$ cat config.mk
export PLATFORM = sky130hd
export DESIGN_NAME = cap_touch_pad_detector_unit
export DESIGN_NICKNAME = d
export VERILOG_FILES = /design/src/hw/rtl/ctpd_pkg.sv /design/src/hw/rtl/ctpd_divider.sv /design/src/hw/rtl/cap_touch_pad_detector_unit.sv
export VERILOG_INCLUDE_DIRS = /design/src /design/src/hw/rtl
export SDC_FILE = /design/constraint.sdc
export NUM_CORES = 2
export LEC_CHECK = 0
export ABC_AREA = 1
export BUFFER_PORTS_ARGS = -buffer_cell sky130_fd_sc_hd__buf_2
export CAP_MARGIN = 25
export CORE_MARGIN = 3
export CORE_UTILIZATION = 50
export CTS_BUF_LIST = sky130_fd_sc_hd__clkbuf_4 sky130_fd_sc_hd__clkbuf_8
export DETAILED_ROUTE_END_ITERATION = 16
export PLACE_DENSITY_LB_ADDON = 0.08
export SLEW_MARGIN = 20
export SYNTH_ARGS = -nofsm -noshare
export SYNTH_HDL_FRONTEND = slang
export SYNTH_HIERARCHICAL = 1
export SYNTH_SLANG_ARGS = --single-unit
$ cat constraint.sdc
create_clock -name aclk -period 10 [get_ports aclk]
set_input_delay 1 -clock aclk [delete_from_list [all_inputs] [get_ports aclk]]
set_output_delay 1 -clock aclk [all_outputs]
set_load 0.1 [all_outputs]
$ cat src/hw/rtl/cap_touch_pad_detector_unit_defines.svh
// Assertion macros shared by the touch detector RTL.
`ifndef CAP_TOUCH_PAD_DETECTOR_UNIT_DEFINES_SVH
`define CAP_TOUCH_PAD_DETECTOR_UNIT_DEFINES_SVH

// Implication checked every clock edge outside reset.
`define CTPD_ASSERT_IMPL(label, clk, rstn, ante, cons, msg) \
    label: assert property (@(posedge clk) disable iff (!rstn) (ante) |-> (cons)) \
        else $error(msg);

// Next-cycle implication checked outside reset.
`define CTPD_ASSERT_NEXT(label, clk, rstn, ante, cons, msg) \
    label: assert property (@(posedge clk) disable iff (!rstn) (ante) |=> (cons)) \
        else $error(msg);

`endif

$ cat src/hw/rtl/ctpd_pkg.sv
package ctpd_pkg;

    localparam int unsigned PAD_W = 4;
    localparam int unsigned NPADS = 16;

    typedef enum logic [1:0] {
        ACT_CALIB = 2'd0,
        ACT_SCAN  = 2'd1,
        ACT_FRAME = 2'd2,
        ACT_DRIFT = 2'd3
    } action_t;

    typedef enum logic [2:0] {
        REG_TIMEOUT = 3'd0,
        REG_HYST    = 3'd1,
        REG_SAMPLES = 3'd2,
        REG_RATE    = 3'd3,
        REG_DRIFT   = 3'd4
    } cfg_index_t;

    // Start/done pair between the sequencer and the divider.
    typedef struct packed {
        logic        start;
        logic [23:0] dividend;
        logic [7:0]  divisor;
    } div_req_t;

    typedef struct packed {
        logic        done;
        logic [15:0] quotient;
    } div_rsp_t;

    // floor(bq * 5 / 4) >> 16, 17 bits
    function automatic logic [16:0] thr_of(input logic [31:0] bq);
        logic [34:0] p;
        p = {3'd0, bq} + {1'b0, bq, 2'b00};
        return p[34:18];
    endfunction

endpackage

$ cat src/hw/rtl/ctpd_divider.sv
module ctpd_divider (
    input  logic               aclk,
    input  logic               aresetn,
    input  ctpd_pkg::div_req_t req,
    output ctpd_pkg::div_rsp_t rsp
);
    import ctpd_pkg::*;

    logic [23:0] quo_reg;
    logic [7:0]  rem_reg;
    logic [7:0]  den_reg;
    logic [4:0]  cnt_reg;
    logic        busy_reg;
    logic        done_reg;
    logic [8:0]  trial;

    // restoring division, one quotient bit a cycle
    assign trial = {rem_reg, quo_reg[23]} - {1'b0, den_reg};

    always_ff @(posedge aclk) begin
        if (!aresetn) begin
            busy_reg <= 1'b0;
            done_reg <= 1'b0;
            cnt_reg  <= '0;
        end else begin
            done_reg <= 1'b0;
            if (req.start) begin
                busy_reg <= 1'b1;
                cnt_reg  <= 5'd24;
                quo_reg  <= req.dividend;
                rem_reg  <= '0;
                den_reg  <= req.divisor;
            end else if (busy_reg) begin
                if (!trial[8]) begin
                    rem_reg <= trial[7:0];
                    quo_reg <= {quo_reg[22:0], 1'b1};
                end else begin
                    rem_reg <= {rem_reg[6:0], quo_reg[23]};
                    quo_reg <= {quo_reg[22:0], 1'b0};
                end
                cnt_reg <= cnt_reg - 5'd1;
                if (cnt_reg == 5'd1) begin
                    busy_reg <= 1'b0;
                    done_reg <= 1'b1;
                end
            end
        end
    end

    assign rsp.done     = done_reg;
    assign rsp.quotient = quo_reg[15:0];

endmodule

$ cat src/hw/rtl/cap_touch_pad_detector_unit.sv
// Sequence: every item passes READ and DONE; a calibration sample that finishes the pad
//   also passes DIV (bit-serial divide), a scan sample that is not touched MUL and EMA
//   (16x32 EMA multiply), a calibrated drift check WALK (one pad per cycle through the
//   shared compare). Throughput: one item at a time, the next transfer taken once the
//   sequencer is idle. One result may wait in the result register during the next item.
// Reset: synchronous, active low; clears control, masks, counts and sums.
module cap_touch_pad_detector_unit #(
    parameter int unsigned PAD_COUNT = 16
) (
    input  logic        aclk,
    input  logic        aresetn,
    input  logic        s_valid,
    output logic        s_ready,
    input  logic [1:0]  s_action,
    input  logic [3:0]  s_pad,
    input  logic [15:0] s_charge_time,
    output logic        m_valid,
    input  logic        m_ready,
    output logic [3:0]  m_pad_echo,
    output logic        m_touched,
    output logic [15:0] m_pressed_mask,
    output logic [15:0] m_press_edges,
    output logic [15:0] m_release_edges,
    output logic        m_drifted,
    output logic        m_ready_res,
    output logic [15:0] m_pad_baseline,
    input  logic        cfg_valid,
    output logic        cfg_ready,
    input  logic [2:0]  cfg_index,
    input  logic [15:0] cfg_data
);
    import ctpd_pkg::*;
`include "cap_touch_pad_detector_unit_defines.svh"

    localparam logic [15:0] ALL_PADS = 16'((17'd1 << PAD_COUNT) - 17'd1);

    typedef enum logic [6:0] {
        ST_IDLE  = 7'b0000001,
        ST_READ  = 7'b0000010,
        ST_DIV   = 7'b0000100,
        ST_MUL   = 7'b0001000,
        ST_EMA   = 7'b0010000,
        ST_WALK  = 7'b0100000,
        ST_DONE  = 7'b1000000
    } state_t;

    state_t state_reg;

    // configuration
    logic [15:0] timeout_reg, hyst_reg, rate_reg, dlimit_reg;
    logic [7:0]  samples_reg;

    // per-pad storage
    logic [31:0] base_mem [NPADS];
    logic [16:0] thr_mem  [NPADS];
    logic [15:0] last_mem [NPADS];
    logic [23:0] sum_mem  [NPADS];
    logic [7:0]  cnt_mem  [NPADS];
    logic [15:0] done_bits_reg;
    logic [15:0] committed_reg, previous_reg, pending_reg;
    logic        calibrated_reg;

    // current item
    logic [1:0]  act_reg;
    logic [3:0]  pad_reg;
    logic [15:0] t_reg;
    logic [31:0] bq_reg;
    logic [16:0] thr_reg;
    logic [23:0] sum_reg;
    logic [7:0]  cs_reg;
    logic [32:0] diff_reg;
    logic        up_reg;
    logic [48:0] prod_reg;
    logic [4:0]  walk_reg;
    logic [15:0] worst_reg;

    // working result fields of the current item
    logic        o_touch_reg, o_drift_reg;
    logic [15:0] o_press_reg, o_rel_reg;
    logic [3:0]  o_pad_reg;

    // result register, held until the output transfer
    logic        out_valid_reg;
    logic [15:0] o_base_reg;
    logic [3:0]  res_pad_reg;
    logic        res_touch_reg, res_drift_reg, res_rdy_reg;
    logic [15:0] res_mask_reg, res_press_reg, res_rel_reg;
    logic        out_free;

    div_req_t div_req;
    div_rsp_t div_rsp;

    ctpd_divider u_div (.aclk(aclk), .aresetn(aresetn), .req(div_req), .rsp(div_rsp));

    logic        pad_ok;
    logic [15:0] b_int;
    logic [15:0] dpos;
    logic        on_bit;
    logic        touch;
    logic [3:0]  widx;
    logic [15:0] wb, wl, wd;
    logic [31:0] new_bq;

    assign pad_ok = 5'(pad_reg) < 5'(PAD_COUNT);
    assign b_int  = bq_reg[31:16];
    assign dpos   = (t_reg > b_int) ? t_reg - b_int : 16'd0;
    assign on_bit = committed_reg[pad_reg];
    assign touch  = on_bit ? (dpos >= hyst_reg)
                           : ({1'b0, t_reg} >= thr_reg && t_reg < timeout_reg);
    assign widx   = walk_reg[3:0];
    assign wb     = base_mem[widx][31:16];
    assign wl     = last_mem[widx];
    assign wd     = (wl > wb) ? wl - wb : 16'd0;
    assign new_bq = up_reg ? bq_reg + prod_reg[47:16] : bq_reg - prod_reg[47:16];

    // result register can take a new result this cycle
    assign out_free  = !out_valid_reg || m_ready;
    assign s_ready   = (state_reg == ST_IDLE);
    assign cfg_ready = 1'b1;

    assign div_req.start    = (state_reg == ST_READ) && act_reg == ACT_CALIB && pad_ok
                              && !calibrated_reg && !done_bits_reg[pad_reg]
                              && (cnt_mem[pad_reg] + 8'd1 >= cs_reg);
    assign div_req.dividend = sum_reg;
    assign div_req.divisor  = cs_reg;

    always_ff @(posedge aclk) begin
        if (!aresetn) begin
            timeout_reg <= 16'd1000;
            hyst_reg    <= 16'd10;
            samples_reg <= 8'd200;
            rate_reg    <= 16'd66;
            dlimit_reg  <= 16'd50;
        end else if (cfg_valid) begin
            unique case (cfg_index)
                REG_TIMEOUT: timeout_reg <= cfg_data;
                REG_HYST:    hyst_reg    <= cfg_data;
                REG_SAMPLES: samples_reg <= cfg_data[7:0];
                REG_RATE:    rate_reg    <= cfg_data;
                REG_DRIFT:   dlimit_reg  <= cfg_data;
                default: ;
            endcase
        end
    end

    always_ff @(posedge aclk) begin
        if (!aresetn) begin
            state_reg      <= ST_IDLE;
            out_valid_reg  <= 1'b0;
            done_bits_reg  <= '0;
            committed_reg  <= '0;
            previous_reg   <= '0;
            pending_reg    <= '0;
            calibrated_reg <= 1'b0;
            for (int i = 0; i < NPADS; i++) begin
                last_mem[i] <= '0;
                sum_mem[i]  <= '0;
                cnt_mem[i]  <= '0;
            end
        end else begin
            // load a finished result, or drop the one just transferred
            if (state_reg == ST_DONE && out_free) out_valid_reg <= 1'b1;
            else if (m_ready) out_valid_reg <= 1'b0;
            unique case (state_reg)
                ST_IDLE: begin
                    // take a transfer and latch the pad's stored values
                    if (s_valid && s_ready) begin
                        act_reg   <= s_action;
                        pad_reg   <= s_pad;
                        t_reg     <= s_charge_time;
                        bq_reg    <= base_mem[s_pad];
                        thr_reg   <= thr_mem[s_pad];
                        sum_reg   <= sum_mem[s_pad] + 24'(s_charge_time);
                        cs_reg    <= (samples_reg == 8'd0) ? 8'd1 : samples_reg;
                        o_pad_reg <= (s_action == ACT_CALIB || s_action == ACT_SCAN)
                                     ? s_pad : 4'd0;
                        o_touch_reg <= 1'b0;
                        o_drift_reg <= 1'b0;
                        o_press_reg <= '0;
                        o_rel_reg   <= '0;
                        walk_reg    <= '0;
                        worst_reg   <= '0;
                        state_reg   <= ST_READ;
                    end
                end
                ST_READ: begin
                    unique case (act_reg)
                        ACT_CALIB: begin
                            if (pad_ok && !calibrated_reg && !done_bits_reg[pad_reg]) begin
                                sum_mem[pad_reg] <= sum_reg;
                                cnt_mem[pad_reg] <= cnt_mem[pad_reg] + 8'd1;
                                state_reg <= div_req.start ? ST_DIV : ST_DONE;
                            end else begin
                                state_reg <= ST_DONE;
                            end
                        end
                        ACT_SCAN: begin
                            if (pad_ok && calibrated_reg) begin
                                last_mem[pad_reg] <= t_reg;
                                o_touch_reg <= touch;
                                if (touch) begin
                                    pending_reg[pad_reg] <= 1'b1;
                                    state_reg <= ST_DONE;
                                end else begin
                                    pending_reg[pad_reg] <= 1'b0;
                                    up_reg   <= {t_reg, 16'd0} >= bq_reg;
                                    diff_reg <= ({t_reg, 16'd0} >= bq_reg)
                                                ? {1'b0, t_reg, 16'd0} - {1'b0, bq_reg}
                                                : {1'b0, bq_reg} - {1'b0, t_reg, 16'd0};
                                    state_reg <= ST_MUL;
                                end
                            end else begin
                                state_reg <= ST_DONE;
                            end
                        end
                        ACT_FRAME: begin
                            if (calibrated_reg) begin
                                previous_reg  <= committed_reg;
                                committed_reg <= pending_reg & ALL_PADS;
                                pending_reg   <= '0;
                                o_press_reg   <= pending_reg & ALL_PADS & ~committed_reg;
                                o_rel_reg     <= committed_reg & ~(pending_reg & ALL_PADS);
                            end
                            state_reg <= ST_DONE;
                        end
                        default: begin
                            state_reg <= calibrated_reg ? ST_WALK : ST_DONE;
                        end
                    endcase
                end
                ST_DIV: begin
                    // wait for the shared divider, then finish the pad
                    if (div_rsp.done) begin
                        base_mem[pad_reg] <= {div_rsp.quotient, 16'd0};
                        bq_reg            <= {div_rsp.quotient, 16'd0};
                        thr_mem[pad_reg]  <= thr_of({div_rsp.quotient, 16'd0});
                        last_mem[pad_reg] <= div_rsp.quotient;
                        done_bits_reg[pad_reg] <= 1'b1;
                        if (((done_bits_reg | (16'd1 << pad_reg)) & ALL_PADS) == ALL_PADS) begin
                            committed_reg  <= '0;
                            previous_reg   <= '0;
                            pending_reg    <= '0;
                            calibrated_reg <= 1'b1;
                        end
                        state_reg <= ST_DONE;
                    end
                end
                ST_MUL: begin
                    prod_reg  <= diff_reg[31:0] * {17'd0, rate_reg};
                    state_reg <= ST_EMA;
                end
                ST_EMA: begin
                    base_mem[pad_reg] <= new_bq;
                    bq_reg            <= new_bq;
                    thr_mem[pad_reg]  <= thr_of(new_bq);
                    state_reg <= ST_DONE;
                end
                ST_WALK: begin
                    // one pad per cycle through the compare
                    if (walk_reg == 5'(PAD_COUNT)) begin
                        if (worst_reg > dlimit_reg) begin
                            for (int i = 0; i < NPADS; i++) begin
                                sum_mem[i] <= '0;
                                cnt_mem[i] <= '0;
                            end
                            done_bits_reg  <= '0;
                            calibrated_reg <= 1'b0;
                            o_drift_reg    <= 1'b1;
                        end
                        state_reg <= ST_DONE;
                    end else begin
                        if (!committed_reg[widx] && wd > worst_reg) worst_reg <= wd;
                        walk_reg <= walk_reg + 5'd1;
                    end
                end
                ST_DONE: begin
                    // hold here while the previous result still waits
                    if (out_free) begin
                        o_base_reg <= ((act_reg == ACT_CALIB || act_reg == ACT_SCAN) && pad_ok
                                       && done_bits_reg[pad_reg]) ? bq_reg[31:16] : 16'd0;
                        res_pad_reg   <= o_pad_reg;
                        res_touch_reg <= o_touch_reg;
                        res_mask_reg  <= committed_reg;
                        res_press_reg <= o_press_reg;
                        res_rel_reg   <= o_rel_reg;
                        res_drift_reg <= o_drift_reg;
                        res_rdy_reg   <= calibrated_reg;
                        state_reg     <= ST_IDLE;
                    end
                end
                default: state_reg <= ST_IDLE;
            endcase
        end
    end

    assign m_valid         = out_valid_reg;
    assign m_pad_echo      = res_pad_reg;
    assign m_touched       = res_touch_reg;
    assign m_pressed_mask  = res_mask_reg;
    assign m_press_edges   = res_press_reg;
    assign m_release_edges = res_rel_reg;
    assign m_drifted       = res_drift_reg;
    assign m_ready_res     = res_rdy_reg;
    assign m_pad_baseline  = o_base_reg;

    `CTPD_ASSERT_IMPL(a_busy_blocks, aclk, aresetn, state_reg != ST_IDLE, !s_ready, "ready while busy")
    `CTPD_ASSERT_NEXT(a_done_valid, aclk, aresetn, state_reg == ST_DONE && out_free, out_valid_reg, "no result after done")
    `CTPD_ASSERT_IMPL(a_div_only_calib, aclk, aresetn, div_req.start, act_reg == ACT_CALIB, "divide outside calibration")
    `CTPD_ASSERT_IMPL(a_cal_all_done, aclk, aresetn, calibrated_reg, (done_bits_reg & ALL_PADS) == ALL_PADS, "flag without all pads")

endmodule
==> impl_metrics.csv <==
group,metric,value,unit
clock_tree,insertion_delay,1.11,ns
sta,max_slew_margin,24.5,%
clock_tree,hold_buffers,0,
clock_tree,cts_sinks,2034,
synthesis,synthCells,11684,
placed_design,place_congestion,0.957,
synthesis,synth_seq_cells,2034,
sta,fin_crit,6.88,ns
synthesis,synth-seq-area-share,52.6,%
synthesis,synth_top_area_share,50.0,%
floorplan,start_util,50.4,%
clock_tree,post_cts_resized,0,
synthesis,synth_top_area_cell,"edfxtp_1",
floorplan,fp-row-count,174,
pwr,ir_worst_vdd,0.241,mV
clock_tree,clockRootBuffer,"clkbuf_8",
route,finalWirelength,374000,um
route,drt-initial-drc-count,8895,
route,drc,0,
global_route,grt_pass1_wl,551000,um
placed_design,dp_hpwl,239000,um
route,vias,87173,
synthesis,ys.warnings.count,6,
cells_and_area,final_util,54.9,%
synthesis,netlist_top_cells_area,"edfxtp_1, fa_1, nor2_1, o21ai_0, nand2_1",
global_route,grt_max_degree,227,
route,ant_nets,0,
global_route,grt_remaining_overflow,0,
sta,tns,0,ns
cells_and_area,syn_to_final_growth,9.08,%
sta,whs,0.186,ns
route,dr.pass1.iters,6,
synthesis,syn_nets,12510,
pwr,p_leak,50.3,nW
setup_path,path_max_fanout,16,
pwr,power_density,214,nW/um2
sta,post-route-period-util,68.8,%
floorplan,pin_count,120,
floorplan,die-width,482,um
cells_and_area,final_common_cell,"edfxtp_1",
setup_path,end_kind,"flip-flop",
sta,max_freq,145,MHz
placed_design,post-place-ws,3.13,ns
placed_design,placed_area,117000,um2
synthesis,syn_area,113000,um2
floorplan,floorplan.core_area,225000,um2
cells_and_area,reg_top3,"base_mem x512, sum_mem x384, thr_mem x272",
global_route,grt_use_total,31.7,%
sta,setup_viol,0,
floorplan,die_y,482,um
route,wire_per_inst,25.1,um
sta,hold_viol_final,0,
sta,rsz0062_at_grt,"false",
synthesis,ys_async_sr_fraction,0,%
clock_tree,post_cts_buffers,0,
cells_and_area,top_register,"base_mem",
synthesis,avgSynthCellArea,9.71,um2
setup_path,cp.required,10.86,ns
cells_and_area,largest_register_ffs,512,
setup_path,startpoint_type,"flip-flop",
synthesis,ys_types,64,
clock_tree,clockBufferDepth,4,
sta,worst_pin_slew,1.13,ns
floorplan,dieArea,233000,um2
cells_and_area,nets,12475,
sta,slew_viol_final,0,
route,via_per_inst,5.85,
clock_tree,htreeDepth,5,
cells_and_area,layout-drive-gt1-share,8.44,%
clock_tree,cts_tree,"done",
clock_tree,clk_pin_slew,0.06,ns
cells_and_area,final_area,124000,um2
sta,finalWorstSetupSlack,3.12,ns
clock_tree,numCtsBuffers,359,
sta,fin_skew,0.101,ns
run_status,status,"completed",
global_route,grt_pass1_vias,85789,
setup_path,path_class,"reg2reg",
synthesis,synth_edf_count,1890,
global_route,antenna_found_initial,8,
cells_and_area,layout_common_cells,"edfxtp_1, nor2_1, nand2_1",
min_path,hold_path.class,"in2reg",
synthesis,synth_flop_cell,"edfxtp_1",
placed_design,port_buffers,118,
job,drv_cap,0,
setup_path,cp.arrival,7.74,ns
## layout make-up
type	count	area [um2]
fill	20207	102000
sequential	2034	59700
multi-input combinational	7490	45700
clock buffer	496	6110
inverter	1437	5420
tap	2992	3740
timing repair buffer	327	2340
clock inverter	132	816
antenna	6	15.0
## metal layers
metal	wire (um)	share of wire [%]	GRT usage, %	vias to the layer above
met1	155000	41	43.0	43398
met5	36	0.0096	0	-
met3	30300	8.1	5.78	709
met2	176000	47	51.5	3715
li1	-	-	-	39345
met4	13300	3.5	11.0	6
## final timing paths
kind,from,to,slack [ns],depth (start not counted)
setup / recovery,diff_reg[5],prod_reg[40],3.12,22
hold / removal,s_action[0],act_reg[0],0.19,1
setup reg to reg,diff_reg[5],prod_reg[40],3.12,22
hold reg to reg,o_press_reg[8],m_press_edges[8],0.41,0
## stage by stage
step | instances | total power (W)
final | 14914 | 0.0265
after global routing | 14911 | 0.0279
after floorplan | 11684 | 0.0160
after global placement | 14269 | 0.0189
after CTS | 14899 | 0.0265
after detailed placement | 14271 | 0.0189
## critical path, cell delays in order, from the launching register on
cell and delay (ns):
edfxtp_1 1.04, nand2_1 0.11, inv_1 0.11, fa_1 0.43, inv_1 0.09, fa_1 0.44, fa_1 0.50, fa_1 0.55
inv_1 0.05, fa_1 0.48, inv_1 0.05, fa_1 0.52, inv_1 0.06, ha_1 0.34, nand2_1 0.10, nor2_1 0.11
inv_1 0.04, o21ai_0 0.50, a21oi_1 0.31, o21ai_0 0.44, nand2_1 0.09, nand2_1 0.11, xor2_1 0.24
## Yosys cell counts (102+ instances only)
master and instances:
dfxtp_1 144, buf_2 102, o22ai_1 135, edfxtp_1 1890, mux2i_1 107, a21oi_1 570, nor2_1 1834, inv_1 1416
clkbuf_1 552, o221ai_1 188, o21ai_0 1225, fa_1 424, o211ai_1 177, nand3_1 236, xor2_1 126, ha_1 356
nor3_1 114, nand2_1 1628
## kinds of logic after synthesis
group,Yosys count,share of synthesized area [%]
AND/OR/NAND/NOR,3954,13.8
AO/OA/AOI/OAI,2448,12.3
buffers and inverters,2160,7.43
flip-flops,2034,52.6
adder cells (fa/ha/maj),780,11.4
XOR/XNOR,197,1.53
multiplexers,110,0.974
other,1,0.00330
## power by group
group / switching [W] / internal [W]
clock network: 0.00346 / 0.00416
registers: 0.000272 / 0.00972
logic: 0.00624 / 0.00267
total: 0.00997 / 0.0165
(Power assumes the default switching activity.)
